**config.mk**
```make
export PLATFORM = sky130hd
export DESIGN_NAME = imh_cmp
export DESIGN_NICKNAME = d
export VERILOG_FILES = /design/src/design/indexed_min_heap_decrease_key_defines.svh /design/src/design/imh_pkg.sv /design/src/design/imh_cmp.sv
export SDC_FILE = /design/constraint.sdc
export NUM_CORES = 1
export LEC_CHECK = 0
export BUFFER_PORTS_ARGS = -buffer_cell sky130_fd_sc_hd__buf_4
export CAP_MARGIN = 20
export CELL_PAD_IN_SITES_DETAIL_PLACEMENT = 1
export CELL_PAD_IN_SITES_GLOBAL_PLACEMENT = 2
export CORE_MARGIN = 4
export CORE_UTILIZATION = 25
export DETAILED_ROUTE_END_ITERATION = 10
export PLACE_DENSITY_LB_ADDON = 0.1
export SYNTH_ARGS = -nofsm -noshare
export SYNTH_HDL_FRONTEND = slang
export SYNTH_SLANG_ARGS = --single-unit
export TNS_END_PERCENT = 20
```
**constraint.sdc**
```tcl
create_clock -name vclk -period 3.65
set_input_delay 0.365 -clock vclk [all_inputs]
set_output_delay 0.365 -clock vclk [all_outputs]
set_load 0.02 [all_outputs]
```
**src/design/indexed_min_heap_decrease_key_defines.svh**
```systemverilog
// assertion macros for the indexed min-heap block
`ifndef INDEXED_MIN_HEAP_DECREASE_KEY_DEFINES_SVH
`define INDEXED_MIN_HEAP_DECREASE_KEY_DEFINES_SVH
// implication checked on every clock edge outside reset
`define IMH_ASSERT_IMP(label, clk, rst_n, pre, post) \
	label: assert property (@(posedge clk) disable iff (!rst_n) (pre) |-> (post)) \
		else $error("assertion failed");
// next-cycle implication
`define IMH_ASSERT_NEXT(label, clk, rst_n, pre, post) \
	label: assert property (@(posedge clk) disable iff (!rst_n) (pre) |=> (post)) \
		else $error("assertion failed");
`endif

```
**src/design/imh_pkg.sv**
```systemverilog
// package: widths, codes, states and helpers of the indexed min-heap
package imh_pkg;
	localparam int NODE_COUNT = 256;
	localparam int IW = $clog2(NODE_COUNT);
	localparam int CW = 32;
	localparam logic [CW-1:0] COST_INF = '1;
	localparam logic [IW-1:0] LAST_SLOT = IW'(NODE_COUNT - 1);

	typedef enum logic [1:0] {
		MODE_CLEAR = 2'd0,
		MODE_DEC   = 2'd1,
		MODE_REM   = 2'd2,
		MODE_NONE  = 2'd3
	} mode_t;

	typedef enum logic [3:0] {
		ST_IDLE, ST_CLR, ST_DK_RD, ST_DK_CHK, ST_UP_RD, ST_UP_CMP,
		ST_RM_RD, ST_RM_MOVE, ST_DN_RD, ST_DN_LEFT, ST_DN_PICK, ST_DN_CMP, ST_SWAP,
		ST_DONE
	} state_t;

	typedef struct packed {
		logic [IW-1:0] node;
		logic [CW-1:0] cost;
	} slot_t;

	// saturating add of margin
	function automatic logic [CW-1:0] sat_add(input logic [CW-1:0] a, input logic [7:0] m);
		logic [CW:0] s;
		s = {1'b0, a} + {{(CW-7){1'b0}}, m};
		return s[CW] ? COST_INF : s[CW-1:0];
	endfunction
endpackage

```
**src/design/imh_cmp.sv**
```systemverilog
// shared compare unit: a >= sat(b + margin)
module imh_cmp import imh_pkg::*; (
	input  logic [CW-1:0] a,
	input  logic [CW-1:0] b,
	input  logic [7:0]    margin,
	output logic          ge
);
	assign ge = a >= sat_add(b, margin);
endmodule

```
Word-level counts from Yosys, hierarchy flattened
Cells that the tools add are included.
{"block": "op_classes", "order_cmp": 1, "mux": 1, "n_addsub": 1}
{"op": "$add 32x8->33", "count": 1}
{"op": "$ge 32x32->1", "count": 1}
{"op": "$mux 32", "count": 1}
{"block": "word_totals", "word_cells": 3, "input_bits": 72, "output_inout_bits": 1, "reg_bits": 0}

Logic depth before layout (Yosys ltp)
{"block": "depth", "depth_word": 3, "depth_mapped": 14, "mapped_depth_nobuf": 13}

Least setup slack after synthesis
No wires, ideal clock.
{"block": "synth_timing", "path_type": "input to output", "from": "input b[0]", "to": "output ge", "required_ns": 3.285, "arrival_ns": 3.739, "path_buffers": 1, "path_stages": 14, "slack_ns": -0.454, "cell_sequence": "ha_1 fa_1 a211oi_1 o21ai_2 o21ai_0 buf_4 o21ai_1 mux2i_1 ha_1 a21oi_1 o21ai_0 a221o_1 a2111oi_0 o21ai_0"}
{"block": "synth_between", "elab_chain_cells": 3}
{"item": "start: declaration", "line_no": "imh_cmp.sv:4", "rtl": "input logic [CW-1:0] b,"}
{"item": "$add 32x8->33", "line_no": "imh_pkg.sv:30", "rtl": "s = {1'b0, a} + {{(CW-7){1'b0}}, m};"}
{"item": "$mux 32", "line_no": "imh_pkg.sv:31", "rtl": "return s[CW] ? COST_INF : s[CW-1:0];"}
{"item": "$ge 32x32->1", "line_no": "imh_cmp.sv:8", "rtl": "assign ge = a >= sat_add(b, margin);"}
{"item": "end: declaration", "line_no": "imh_cmp.sv:6", "rtl": "output logic ge"}
No other way between the ends.

Worst setup path in the final report
{"block": "layout_timing", "from": "input margin[0]", "to": "output ge"}
{"block": "layout_between", "elab_chain_cells": 3}
{"item": "start: declaration", "line_no": "imh_cmp.sv:5", "rtl": "input logic [7:0] margin,"}
{"item": "$add 32x8->33", "line_no": "imh_pkg.sv:30"}
{"item": "$mux 32", "line_no": "imh_pkg.sv:31"}
{"item": "$ge 32x32->1", "line_no": "imh_cmp.sv:8"}
No other way between the ends.

==> impl_metrics.toml <==
[sta]
finalCritPeriodShare = 1.03
grt_setup_unrepaired = "true"
worst-slew-pin-transition_ps = 401
drv_slew = 0
timing_hold_violations_final = 0
finalSetupViolCount = 1
max_freq_mhz = 265
worst_slew_margin_rel = 0.733
postLayoutSetupSlackWorst_ps = -127
fin_crit_ps = 3780

[floorplanning]
die_width_microns = 95.3
std_cell_rows = 31
placeableCoreArea_sq_um = 7330
die_area_sq_um = 9080
floorplan.initialDensity = 0.260
io-pin-count = 73
die_y_microns = 95.3

[drt]
drcViolationCount = 0
drt_first_pass_iters = 4
dr_wl_met2_microns = 3710
antenna_violating_nets_post_route = 0
viasPerCell = 5.04
dr_wl_met3_microns = 235
routed.top_layer = "met3"
dr_wl_cell_microns = 15.5
route.layer.met1.wl_microns = 3590
num_vias = 2448
drt-initial-drc-count = 36
finalWirelength_microns = 7540

[setup_path]
slowest_delay_ps = 370
worstPathArrival_ps = 3410
worst-setup-path-type = "primary input to primary output"
startpoint_class_of_the_critical_path = "primary input"
crit_path_top_delay_cell = "fa_2"
setup.worst_path.end_class = "primary output"
required_time_of_the_worst_setup_path_ps = 3280
critPathMostFrequentCell = "buf_4"
critPathLaunch = "margin[0]"
worstPathMaxFanout = 5
critical_path.endpoint = "ge"
cp_cell_sequence = "buf_6 -> ha_4 -> fa_2 -> a211oi_4 -> o21ai_4 -> o211ai_4 -> nor4_4 -> buf_4 -> or2_2 -> ha_1 -> nand2b_1 -> a31oi_4 -> o31ai_2 -> a211oi_2 -> o21ai_1 -> buf_4"

[status]
failing_checks = "setup timing"
outcome = "complete, but fails checks"

[logic_synthesis]
synth_top_family_by_area = "compound AO/OA/AOI/OAI gates"
postSynthCellCount = 252
post_synth_instance_area_sq_um = 1900
yosysWarnings = 0
synth.area.mux_share = 0.0683
syn_avg_cell_area_sq_um = 7.56
synth-simple-area-share = 0.279
yosys-top-cells-area = "ha_1 26%, mux2i_1 6.8%, a21oi_1 5.0%"
synth_fp_nets = 365
synthXorXnorAreaFrac = 0.0506
synth_seq_area_share = 0
synth_top_cell_by_area = "ha_1"
post_synth_fa_ha_maj_area_fraction = 0.273
synth_top_cell_area_share = 0.263
synth.lib_cells_used.distinct = 49
synth_compound_gate_area_share = 0.294

[final_layout]
area_growth_syn_to_layout_pct = 69.6
final_core_occ = 0.441
finalNetCount = 502
instances_no_fill = 486
nClkBuffers = 0
fraction_of_layout_instances_using_a_drive_strength_above_1 = 0.473
total_area_of_sequential_cells_sq_um = 0
antennaDiodeCount = 0
fin_area_sq_um = 3230
flops_and_latches = 0

[placement]
io_buffer_count = 73
dpl_cell_area_sq_um = 2980
gp_congestion = 0.781
post-place-ws_ps = -522
placedCellCount = 477
dp.final_hpwl_microns = 6660

[global_route]
antenna_found_initial = 0
globalRoute.totalOverflow = 0
grt_max_degree = 9
grt.total_usage = 0.164
first_global_vias = 2579
grt_first_pass_wirelength_microns = 12100

[power]
cellPowerDensity_nw_per_um2 = 130
power.leakage_uw = 0.00141
ir_worst_vdd_mv = 0.0402

[clock_tree]
postCtsHoldBufs = 0

[job]
timing.max_cap.violations = 0

[hold_path]
hold_class = "primary input to primary output"
==> cell usage in the layout, fill, tap and decap left out, drive strengths merged, types with 10 or more instances in the layout <==
cell   count
a21oi     19
buf      140
ha        40
mux2i     13
nand2     14
nand3     18
nand4     10
nor2      26
o21ai     20
==> metrics by stage <==
| step | setup TNS [ps] | total power, uW | hold WS (ps) |
|---|---|---|---|
| after global routing | -281 | 469 | 1340 |
| after global placement | -479 | 370 | 1220 |
| after CTS | -181 | 409 | 1230 |
| after floorplan | 0 | 187 | 1110 |
| after detailed placement | -522 | 377 | 1200 |
| final | -127 | 421 | 1280 |
==> critical path: cells and delay by family <==
kind            cells  cell delay [ps]
buf+inv             3              420
simple gates        3              520
compound gates      7             1320
fa+ha+maj           3              780
==> final cells by class <==
type                       count  area, sq um
multi-input combinational    241         2020
inverter                       6         22.5
timing repair buffer         140         1070
tap                           99          124
fill                         926         4100
==> synthesized netlist by cell type (6+ instances only) <==
| cell type | count |
|---|---|
| a21o_1 | 6 |
| nand3_1 | 18 |
| a21oi_1 | 19 |
| nor2_1 | 16 |
| nor2_2 | 10 |
| mux2i_1 | 13 |
| ha_1 | 40 |
| xnor2_1 | 9 |
| o21ai_1 | 10 |
| o21ai_0 | 9 |
| nand4_1 | 10 |
| a211oi_1 | 8 |
| inv_1 | 6 |
| nand2_1 | 14 |
| o211ai_1 | 6 |
==> repair_timing <==
| item | CTS | global route |
|---|---|---|
| setup endpoints to repair | 1 | 1 |
| resized for setup | 19 | 15 |
| pin swaps | 18 | 10 |
| buffers inserted | 8 | 1 |
==> routing by layer <==
layer / vias up / track usage
met1: 1147 / 0.219
met3: 0 / 0.00316
met2: 39 / 0.311
li1: 1262 / -
met4: 0 / 0
met5: - / 0
==> how the worst min path moves through the flow <==
stage | from | end | slack (ps) | depth (start not counted)
2_1_floorplan | a[31] | ge | 1110 | 3
3_3_place_gp | a[31] | ge | 1220 | 5
3_5_place_dp | a[31] | ge | 1200 | 5
4_1_cts | a[31] | ge | 1230 | 5
5_1_grt | a[31] | ge | 1340 | 5
6_report | a[31] | ge | 1280 | 5
==> power by group <==
group / switching, uW / internal, uW / leakage, uW
Combinational: 199 / 222 / 0.00141
Sequential: 0 / 0 / 0
Clock: 0 / 0 / 0
Total: 199 / 222 / 0.00141
==> logic make-up after synthesis <==
kind of cell    after synthesis
mux                          13
compound gates               81
fa+ha+maj                    41
simple gates                 95
buf+inv                      11
xor+xnor                     11
No activity file was read; power rests on OpenSTA's default activity.
